===== src/hw/rtl/vtgd_pkg.sv =====
`timescale 1ns / 1ps
// ----------------------------------------------------------------------------
// vtgd_pkg
// Types, command codes and helpers for the vector tile geometry decoder.
// ----------------------------------------------------------------------------
package vtgd_pkg;

    localparam int WORD_W   = 32;
    localparam int OP_W     = 3;
    localparam int COUNT_W  = WORD_W - OP_W;
    localparam int OUT_W    = 32;

    // Command identifiers
    localparam logic [OP_W-1:0] CMD_MOVE_TO    = 3'd1;
    localparam logic [OP_W-1:0] CMD_LINE_TO    = 3'd2;
    localparam logic [OP_W-1:0] CMD_CLOSE_PATH = 3'd7;

    // Event kinds
    localparam logic [1:0] EV_VERTEX = 2'd0;
    localparam logic [1:0] EV_CLOSE  = 2'd1;
    localparam logic [1:0] EV_ERROR  = 2'd2;

    typedef struct packed {
        logic [WORD_W-1:0] geom_word;
        logic              feature_start;
    } vtgd_in_t;

    typedef struct packed {
        logic [1:0]              event_kind;
        logic signed [OUT_W-1:0] vertex_x;
        logic signed [OUT_W-1:0] vertex_y;
        logic                    ring_break;
        logic [COUNT_W-1:0]      close_repeat;
    } vtgd_out_t;

    function automatic logic [WORD_W-1:0] unzigzag(input logic [WORD_W-1:0] z);
        return (z >> 1) ^ {WORD_W{z[0]}};
    endfunction

endpackage


===== src/hw/rtl/vector_tile_geometry_decoder.sv =====
`timescale 1ns / 1ps
// ----------------------------------------------------------------------------
// vector_tile_geometry_decoder
// Decodes a geometry command stream into absolute vertices, ring close
// events and unknown command errors, one word per transaction.
// ----------------------------------------------------------------------------
//  Channel | Direction | Handshake            | Payload
//  --------+-----------+----------------------+---------------------------
//  in      | input     | in_valid / in_ready  | vtgd_in_t  (word, start)
//  out     | output    | out_valid / out_ready| vtgd_out_t (event fields)
//
//  One word per cycle while in_ready is high: decode, zigzag and cursor add sit
//  between the state registers and the result register (or the skid slot when
//  it is stalled). A word that yields no event just updates the state.
//  rst_n clears the parser, cursor and both result slots.
//  A skid slot behind the result register keeps in_ready high for one stalled
//  result; in_ready drops only while the skid slot is full.
// ----------------------------------------------------------------------------
module vector_tile_geometry_decoder #(
    parameter int COORD_WIDTH = 32
) (
    input  logic                clk,
    input  logic                rst_n,
    input  logic                in_valid,
    output logic                in_ready,
    input  vtgd_pkg::vtgd_in_t  in_data,
    output logic                out_valid,
    input  logic                out_ready,
    output vtgd_pkg::vtgd_out_t out_data
);
    import vtgd_pkg::*;

    logic [OP_W-1:0]        cmd_reg, cmd_next;
    logic [COUNT_W-1:0]     remaining_reg, remaining_next;
    logic                   expect_second_reg, expect_second_next;
    logic [WORD_W-1:0]      held_dx_reg, held_dx_next;
    logic [COORD_WIDTH-1:0] cursor_x_reg, cursor_x_next;
    logic [COORD_WIDTH-1:0] cursor_y_reg, cursor_y_next;
    logic                   ring_has_reg, ring_has_next;
    logic                   error_stuck_reg, error_stuck_next;

    logic      out_valid_reg, out_valid_next;
    vtgd_out_t out_reg, out_next;
    logic      skid_valid_reg, skid_valid_next;
    vtgd_out_t skid_reg, skid_next;

    // state seen by this word, after a feature start has cleared it
    logic [OP_W-1:0]        cmd_cur;
    logic [COUNT_W-1:0]     remaining_cur;
    logic                   expect_second_cur;
    logic [WORD_W-1:0]      held_dx_cur;
    logic [COORD_WIDTH-1:0] cursor_x_cur, cursor_y_cur;
    logic                   ring_has_cur, error_stuck_cur;

    logic [OP_W-1:0]               w_cmd;
    logic [COUNT_W-1:0]            w_cnt;
    logic [WORD_W-1:0]             dx_full, dy_full;
    logic signed [COORD_WIDTH-1:0] sx, sy;
    logic                          accept, pop, has_result;
    vtgd_out_t                     result;

    assign accept = in_valid && in_ready;
    assign pop    = out_valid_reg && out_ready;
    assign w_cmd  = in_data.geom_word[OP_W-1:0];
    assign w_cnt  = in_data.geom_word[WORD_W-1:OP_W];

    always_comb
    begin
        if (in_data.feature_start)
        begin
            cmd_cur           = '0;
            remaining_cur     = '0;
            expect_second_cur = 1'b0;
            held_dx_cur       = '0;
            cursor_x_cur      = '0;
            cursor_y_cur      = '0;
            ring_has_cur      = 1'b0;
            error_stuck_cur   = 1'b0;
        end
        else
        begin
            cmd_cur           = cmd_reg;
            remaining_cur     = remaining_reg;
            expect_second_cur = expect_second_reg;
            held_dx_cur       = held_dx_reg;
            cursor_x_cur      = cursor_x_reg;
            cursor_y_cur      = cursor_y_reg;
            ring_has_cur      = ring_has_reg;
            error_stuck_cur   = error_stuck_reg;
        end
    end

    assign dx_full = unzigzag(held_dx_cur);
    assign dy_full = unzigzag(in_data.geom_word);

    always_comb
    begin
        cmd_next           = cmd_cur;
        remaining_next     = remaining_cur;
        expect_second_next = expect_second_cur;
        held_dx_next       = held_dx_cur;
        cursor_x_next      = cursor_x_cur;
        cursor_y_next      = cursor_y_cur;
        ring_has_next      = ring_has_cur;
        error_stuck_next   = error_stuck_cur;
        has_result         = 1'b0;
        result             = '0;
        sx                 = '0;
        sy                 = '0;

        if (error_stuck_cur)
        begin
            // drop the word
        end
        else if (remaining_cur == '0)
        begin
            if (w_cnt != '0)
            begin
                cmd_next = w_cmd;
                if (w_cmd == CMD_MOVE_TO || w_cmd == CMD_LINE_TO)
                begin
                    remaining_next     = w_cnt;
                    expect_second_next = 1'b0;
                end
                else if (w_cmd == CMD_CLOSE_PATH)
                begin
                    ring_has_next       = 1'b0;
                    has_result          = 1'b1;
                    result.event_kind   = EV_CLOSE;
                    result.close_repeat = w_cnt;
                end
                else
                begin
                    error_stuck_next  = 1'b1;
                    has_result        = 1'b1;
                    result.event_kind = EV_ERROR;
                end
            end
        end
        else if (!expect_second_cur)
        begin
            held_dx_next       = in_data.geom_word;
            expect_second_next = 1'b1;
        end
        else
        begin
            cursor_x_next      = cursor_x_cur + dx_full[COORD_WIDTH-1:0];
            cursor_y_next      = cursor_y_cur + dy_full[COORD_WIDTH-1:0];
            expect_second_next = 1'b0;
            remaining_next     = remaining_cur - COUNT_W'(1);
            sx                 = cursor_x_next;
            sy                 = cursor_y_next;
            has_result         = 1'b1;
            result.event_kind  = EV_VERTEX;
            // sign extend from the top coordinate bit
            result.vertex_x    = OUT_W'(sx);
            result.vertex_y    = OUT_W'(sy);
            result.ring_break  = (cmd_cur == CMD_MOVE_TO) && ring_has_cur;
            ring_has_next      = 1'b1;
        end
    end

    // result register with one skid slot; accept implies the skid is empty
    always_comb
    begin
        out_valid_next  = out_valid_reg;
        out_next        = out_reg;
        skid_valid_next = skid_valid_reg;
        skid_next       = skid_reg;
        if (pop)
        begin
            if (skid_valid_reg)
            begin
                out_next        = skid_reg;
                skid_valid_next = 1'b0;
            end
            else
            begin
                out_valid_next = 1'b0;
            end
        end
        if (accept && has_result)
        begin
            if (!out_valid_reg || pop)
            begin
                out_next       = result;
                out_valid_next = 1'b1;
            end
            else
            begin
                skid_next       = result;
                skid_valid_next = 1'b1;
            end
        end
    end

    always_ff @(posedge clk or negedge rst_n)
    begin
        if (!rst_n)
        begin
            cmd_reg           <= '0;
            remaining_reg     <= '0;
            expect_second_reg <= 1'b0;
            held_dx_reg       <= '0;
            cursor_x_reg      <= '0;
            cursor_y_reg      <= '0;
            ring_has_reg      <= 1'b0;
            error_stuck_reg   <= 1'b0;
            out_valid_reg     <= 1'b0;
            skid_valid_reg    <= 1'b0;
        end
        else
        begin
            if (accept)
            begin
                cmd_reg           <= cmd_next;
                remaining_reg     <= remaining_next;
                expect_second_reg <= expect_second_next;
                held_dx_reg       <= held_dx_next;
                cursor_x_reg      <= cursor_x_next;
                cursor_y_reg      <= cursor_y_next;
                ring_has_reg      <= ring_has_next;
                error_stuck_reg   <= error_stuck_next;
            end
            out_valid_reg  <= out_valid_next;
            skid_valid_reg <= skid_valid_next;
        end
    end

    always_ff @(posedge clk)
    begin
        out_reg  <= out_next;
        skid_reg <= skid_next;
    end

    assign in_ready  = !skid_valid_reg;
    assign out_valid = out_valid_reg;
    assign out_data  = out_reg;

`ifndef SYNTHESIS
    a_skid_behind_out: assert property (@(posedge clk) disable iff (!rst_n)
        skid_valid_reg |-> out_valid_reg)
        else $error("skid slot full while result register empty");

    a_skid_on_stall: assert property (@(posedge clk) disable iff (!rst_n)
        $rose(skid_valid_reg) |-> $past(out_valid_reg && !out_ready))
        else $error("skid slot filled without a stalled result");

    a_pair_in_command: assert property (@(posedge clk) disable iff (!rst_n)
        expect_second_reg |-> (remaining_reg != '0))
        else $error("held x delta outside a MoveTo or LineTo run");

    a_stuck_idle: assert property (@(posedge clk) disable iff (!rst_n)
        error_stuck_reg |-> (remaining_reg == '0))
        else $error("error state with a pending repeat count");
`endif

endmodule


===== config.mk =====
export PLATFORM = sky130hd
export DESIGN_NAME = vector_tile_geometry_decoder
export DESIGN_NICKNAME = d
export VERILOG_FILES = /design/src/hw/rtl/vtgd_pkg.sv /design/src/hw/rtl/vector_tile_geometry_decoder.sv
export SDC_FILE = /design/constraint.sdc
export NUM_CORES = 1
export LEC_CHECK = 0
export BUFFER_PORTS_ARGS = -buffer_cell sky130_fd_sc_hd__buf_4
export CORE_UTILIZATION = 55
export CTS_CLUSTER_SIZE = 40
export DETAILED_ROUTE_END_ITERATION = 12
export GPL_TIMING_DRIVEN = 0
export HOLD_SLACK_MARGIN = 0.02
export PLACE_DENSITY = 0.73
export SYNTH_ARGS = -nofsm -noshare
export SYNTH_HDL_FRONTEND = slang
export SYNTH_SLANG_ARGS = --single-unit

===== constraint.sdc =====
create_clock -name clk -period 6.7 [get_ports clk]
set_clock_uncertainty 0.15 [all_clocks]
set_input_delay 1.34 -clock clk [delete_from_list [all_inputs] [get_ports clk]]
set_output_delay 1.34 -clock clk [all_outputs]
set_load 0.02 [all_outputs]

==> impl_results.md, run 1 <==
- Xor/xnor share of the synthesized area: 5.95%
- Netlist Area Pre-Place: 17,800 sq um
- Pwr per Cell Area: 441 nW/um^2
- Arr. time, crit path: about 6.5 ns
- Share of cells above drive strength 1: between 10% and 20%
- Compound-Gate Fraction of Synth Area: 17.8%
- Sequential area share after synthesis: 45.7%
- Area grow syn2layout: 16.4%
- Synth warn: 0
- Initial core utilization: a little under three fifths
- Clock slew at the register clock pins of the worst setup and hold paths: 0.06 ns
- Num CTS Buffers: 37
- Status: finished, final reports clean
- Die height: 182 um
- Final Cycle Share: a little over nine tenths
- Proportion of synthesized area in mux cells: ~5.6%
- Synthesized flop and latch total: around 330
- Diodes inserted: 0
- Syn_nets: around 2,000
- # DRC: 0
- Fin util: around 65%
- Crit Path Max Fanout: 10
- Drt pass-1 iters: 5
- Clock tree sinks: 325
- Hold-fix buffers, CTS: 0
- Maximum vdd ir drop: 0.312 mV
- Initial DRC count: about 1,600
- Yosys top cell area share: 18.7%
- Clock Root Buffer: clkbuf_16
- Post-Synth Adder-Cell Area: 4.86%
- Max-slew violations: 0
- H-tree depth: 2
- Dpl hpwl: 40.4 mm
- Die area: 33,100 sq um
- Final ANT Viol Nets: 0
- Slew headroom: about a quarter
- Endpoint type of the worst setup path: flop
- Via Count: ~15,000
- Final-stage net count: between 2,000 and 2,500
- Hold crit path type: reg2reg
- Port bufs: 133
- Site row count: 65
- Critical Path Start Type: primary input
- First-pass GRT wire length: about 87 mm
- Synth unique cells: 79
- Synthesized area per cell: roughly 9.6 sq um
- Post-CTS Setup Bufs: 0
- Worst slew pin tran: between 1 and 1.5 ns
- Final WL: approximately 57 mm
- Worst-case clock buffer depth: 3
- I/O pins: approximately 140
- Largest family of logic cells by synthesized area: compound AO/OA/AOI/OAI gates
- Ranking of synthesized cells by area: dfrtp_1, edfxtp_1, dfxtp_1
- Clock latency at the later pin of the worst-skew pair: 0.53 ns
- Async SR Flop Fraction: 40.9%
- Gr ovfl total: 0
- RSZ-0062 raised after global routing: no
- Fin area: 20,700 sq um
- Core region area: 31,700 sq um
- DP Area: 19,400 sq um
- WP data required: 6.81 ns
- Via density: approximately 6.2
- CTS tree: built
- GR Util All Layers: 34.4%
- Critical path class: in2reg
- Die X: 182 um
- Largest net degree at the start of global routing: 72
- LEAKAGE: 9.34 nW
- Max-cap violations: 0
- Number of antenna violations at the first check in global routing: 0
- Final Wtd Congestion: 0.946
- DR WL/cell: 23.0 um
- Synth area leader: dfrtp_1
- Synth Area in Simple Gates: 16.4%
- Min Tclk post-route: 6.43 ns
- Synthesized netlist cell count: between 1,500 and 2,000
- Post-synth EDFFs: 96
- Final setup fails: 0
- Primary FF master, synth: dfrtp_1
- Vias in the first global route: 14,600
- Fmax: 156 MHz
- Final hold violation count: 0
[layer usage]
layer / vias to the layer above / part of all wire (%) / track usage, %
met4: 0 / 3.7 / 13.0
li1: 6998 / - / -
met2: 742 / 44 / 54.1
met3: 131 / 8.5 / 5.29
met1: 7479 / 44 / 48.0
met5: - / 0 / 0
[Yosys cell counts, types with 28 or more instances]
cell type	n
a22o_1	57
clkbuf_1	80
nand2_1	157
edfxtp_1	96
dfxtp_1	96
ha_1	66
a21oi_1	100
nor2_1	138
nand3_1	58
xor2_1	62
inv_1	42
xnor2_1	59
nor3_1	34
o21ai_0	161
mux2i_1	83
o22ai_1	28
o21ai_1	30
nor2b_1	70
a21o_1	29
and2_1	52
dfrtp_1	133
[logic make-up (layout without fill, tap and decap cells)]
| logic type | count (synthesis) | after routing |
|---|---|---|
| AND/OR/NAND/NOR | 585 | 585 |
| AO/OA/AOI/OAI | 505 | 505 |
| flip-flops | 325 | 325 |
| buffers and inverters | 161 | 366 |
| XOR/XNOR | 121 | 121 |
| multiplexers | 97 | 97 |
| adder cells (fa/ha/maj) | 68 | 68 |
[cell usage in the layout (no fill, tap or decap), types with 66 or more instances in the layout]
| cell type | instances |
|---|---|
| o21ai_0 | 161 |
| nand2_1 | 157 |
| nor2_1 | 137 |
| buf_4 | 137 |
| dfrtp_1 | 133 |
| a21oi_1 | 100 |
| dfxtp_1 | 96 |
| edfxtp_1 | 96 |
| clkbuf_1 | 87 |
| mux2i_1 | 83 |
| nor2b_1 | 70 |
| ha_1 | 66 |
[power breakdown]
group	switching, mW	internal (mW)
sequential	0.414	2.63
clock	0.835	1.36
combinational	2.39	1.52
[cell type report]
cell class | count | area (sq um)
buffer | 118 | 523
clock buffer | 52 | 1080
clock inverter | 16 | 243
fill | 2655 | 11000
inverter | 43 | 161
multi-input combinational | 1376 | 9000
sequential | 325 | 8130
tap | 402 | 503
timing repair buffer | 137 | 1090
[worst max-delay path, cell delays in order]
cell and delay (ns):
buf_4 0.10, buf_2 0.26, buf_1 0.56, clkbuf_2 0.49, clkbuf_1 0.60, nor2b_1 0.12
ha_1 0.30, clkbuf_1 0.29, nand2_1 0.15, o21ba_2 0.25, a31oi_1 0.15, nor3_1 0.62
nor2_1 0.19, o31ai_1 0.48, a21oi_1 0.17, xor2_1 0.37, nor2_1 0.08
[metrics by stage]
stage          setup WS [ns]  power, mW  TNS (ns)  hold slack, ns  cells
4_1_cts               0.0896       9.10         0           0.327   2469
3_5_place_dp          -0.429       6.89     -4.17           0.314   2401
5_1_grt                0.164       9.62         0           0.351   2469
2_1_floorplan          0.557       5.58         0           0.292   1862
3_3_place_gp           -1.71       6.81   -166.01           0.304   2397
6_report               0.270       9.15         0           0.321   2469
[what timing repair did]
action,CTS,global route
endpoints found under the setup margin,0,17
endpoints found under the hold margin,0,0
gates resized for setup,0,6
[worst paths after layout]
| path | from | endpoint | slack (ns) | cells after the start |
|---|---|---|---|---|
| max reg2reg | held_dx_reg[0] | skid_reg[90] | 1.62 | 15 |
| min reg2reg | cursor_x_reg[29] | cursor_x_reg[29] | 0.32 | 2 |
| min | cursor_x_reg[29] | cursor_x_reg[29] | 0.32 | 2 |
| max | in_data[0] | skid_reg[55] | 0.27 | 17 |
| min in group asynchronous | rst_n | remaining_reg[17] | 0.66 | 1 |
| max in group asynchronous | rst_n | cursor_y_reg[10] | 4.92 | 2 |
Power figures use the tool's default switching activity.
==> inputs of run 2 (changes only) <==
--- a/config.mk
+++ b/config.mk
@@ -5,8 +5,9 @@
 export SDC_FILE = /design/constraint.sdc
 export NUM_CORES = 1
 export LEC_CHECK = 0
+export ABC_AREA = 1
 export BUFFER_PORTS_ARGS = -buffer_cell sky130_fd_sc_hd__buf_4
-export CORE_UTILIZATION = 55
+export CORE_UTILIZATION = 56
 export CTS_CLUSTER_SIZE = 40
 export DETAILED_ROUTE_END_ITERATION = 12
 export GPL_TIMING_DRIVEN = 0
==> run 2 against run 1 <==
  * Highest routed layer unchanged
  * Critical endpoint is now skid_reg[90]
  * Global-route usage increased by 3.4 points
  * Via count increased by 46%
  * Flip-flop and latch count unchanged
  * Non-clock buffer count increased by 20
  * Sequential share of layout area decreased by 6.5 points
  * Synthesized cell count increased by 82%
==> impl_results.md, run 2 <==
- Vias in the first global route: 20,200
- Initial DRC count: 2,226
- Hold crit path type: reg2reg
- Synthesized flop and latch total: 325
- Clock latency at the later pin of the worst-skew pair: 0.58 ns
- Endpoint type of the worst setup path: flop
- Final hold violation count: 0
- Sequential area share after synthesis: 37.1%
- Worst hold path depth: 2
- Reg-to-reg endpoint: skid_reg[90]
- Largest net degree at the start of global routing: 95
- Post-CTS Setup Bufs: 0
- Critical path class: in2reg
- Worst Min Path Start: remaining_reg[12]
- Via Count: approximately 22,000
- Yosys top cell area share: 22.5%
- Synth unique cells: 41
- Final-stage net count: 3,670
- Port bufs: 134
- GR Util All Layers: 37.8%
- Commonest non-fill, non-tap cell in the layout: nand2_1
- Die height: 200 um
- Crit-path most repeated cell: nand3_1
- Worst setup path startpoint: in_data[0]
- Final Cycle Share: 79.4%
- Clock slew at the register clock pins of the worst setup and hold paths: 0.06 ns
- Clock tree sinks: 325
- Max-cap violations: 0
- Worst slew pin tran: 1.23 ns
- Die X: 200 um
- DP Area: approximately 24,000 sq um
- Initial core utilization: 56.7%
- Number of antenna violations at the first check in global routing: 0
- Via density: 5.43
- Num CTS Buffers: 37
- Ordered cell list for the critical path: buf_4, inv_2, buf_2, clkbuf_1, buf_1, nand2_1, xnor2_1, ha_1, inv_1, fa_1, inv_1, nand3_1, nand3_1, nand3_1, nand3_1, nand2_1, nand2_1, nand2_1, nand3_1, inv_1
- Synthesized netlist cell count: 3,388
- Drt pass-1 iters: 5
- Min Tclk post-route: 5.32 ns
- Synth warn: 0
- Dpl hpwl: 57.5 mm
- Most frequent cells in the layout: nand2_1, inv_1, nor2_1
- Status: finished, final reports clean
- Worst-case clock buffer depth: 3
- H-tree depth: 2
- CTS tree: built
- Primary FF master, synth: dfrtp_1
- First-pass GRT wire length: 114 mm
- R2r startpoint: held_dx_reg[0]
- Cts repair resizes: 0
- Fmax: 188 MHz
- Die area: 39,900 sq um
- Slew headroom: approximately 18%
- Area grow syn2layout: 13.5%
- Post-synth EDFFs: 96
- Netlist Area Pre-Place: approximately 22,000 sq um
- R2R depth: 17
- Reg2reg setup slack: between 2 and 3 ns
- Final ANT Viol Nets: 0
- RSZ-0062 raised after global routing: no
- Site row count: 72
- Largest stage delay, worst path: 0.55 ns
- Final setup fails: 0
- Fin area: 24,900 sq um
- Post-synth top cells: nand2_1, inv_1, nor2_1
- Max-slew violations: 0
- I/O pins: 135
- Final WL: 75.5 mm
- Gr ovfl total: 0
- Critical Path Start Type: primary input
- Synth area leader: nand2_1
- Synthesized area per cell: 6.47 sq um
- Arr. time, crit path: 5.49 ns
- Hold-fix buffers, CTS: 0
- LEAKAGE: 13.7 nW
- Core region area: slightly below 40,000 sq um
- Most numerous cell in the Yosys netlist: nand2_1
- Share of cells above drive strength 1: under 10%
- Setup tns final: 0 ns
- Clock Root Buffer: clkbuf_16
- Syn_nets: 3,493
- Maximum vdd ir drop: 0.285 mV
- Pwr per Cell Area: ~440 nW/um^2
- Crit Path Max Fanout: 10
- WHS Endpoint: remaining_reg[12]
- Async SR Flop Fraction: 40.9%
- WP data required: 6.87 ns
- Slowest cell on crit path: clkbuf_1
- DR WL/cell: approximately 18 um
- Ranking of synthesized cells by area: nand2_1, dfrtp_1, edfxtp_1
- Final Wtd Congestion: 1.04
- # DRC: 0
run 2: cell types whose count changed in the layout (fill, tap and decap cells not counted), sizes merged, moves of 47 or more:
cell,change
nand2,+1170
inv,+450
nor2b,-70
mux2i,-83
nand3,+132
a22o,-57
nor2,+188
nand4,+47
run 2: metrics by stage:
stage	utilization (%)	setup slack (ns)	cells	hold slack (ns)	total power [mW]
finish	64.4	1.38	4112	0.330	11.0
global route	64.4	1.28	4111	0.345	11.8
global placement	61.0	-1.32	4040	0.312	8.64
floorplan	-	0.889	3388	0.299	7.01
detailed placement	61.3	0.982	4044	0.315	8.79
CTS	64.4	1.57	4111	0.331	10.9
run 2: worst max-delay path, delay by kind of cell:
family	cells	cell delay [ns]
xor gates and xnor gates	1	0.22
adders and majority gates	2	0.76
buffers and inverters	8	1.99
and+or+nand+nor	9	1.18
run 2: per-layer routing:
| metal | vias up | GRT usage [%] | part of all wire, % |
|---|---|---|---|
| met5 | - | 0 | 0 |
| met4 | 0 | 20.1 | 5.6 |
| met3 | 182 | 7.61 | 9.5 |
| met2 | 1010 | 56.9 | 42 |
| met1 | 10300 | 51.3 | 43 |
| li1 | 10900 | - | - |
run 2: power by group:
group,internal (mW),switching [mW]
clock network,1.16,0.908
registers,2.76,0.377
logic,1.92,3.88
total,5.83,5.16
run 2: kinds of logic after synthesis:
family | share of synthesized area (%)
AOI/OAI and AO/OA | 7.75
buffers and inverters | 11.4
adders and majority gates | 3.95
DFF | 37.1
and+or+nand+nor | 36.2
xor gates and xnor gates | 3.52
run 2: area by class of cell:
| type | count | area, sq um |
|---|---|---|
| multi-input combinational | 2435 | 11300 |
| fill | 3581 | 13800 |
| antenna | 1 | 2.50 |
| tap | 518 | 648 |
| sequential | 325 | 8130 |
| clock buffer | 42 | 955 |
| clock inverter | 25 | 248 |
| buffer | 137 | 661 |
| inverter | 491 | 1850 |
| timing repair buffer | 138 | 1100 |
run 2: worst max-delay path by stage:
stage,end,slack [ns]
after detailed placement,skid_reg[90],0.98
after global placement,skid_reg[58],-1.32
after global routing,skid_reg[90],1.28
final,skid_reg[90],1.38
after CTS,skid_reg[90],1.57
after floorplan,skid_reg[0],0.89
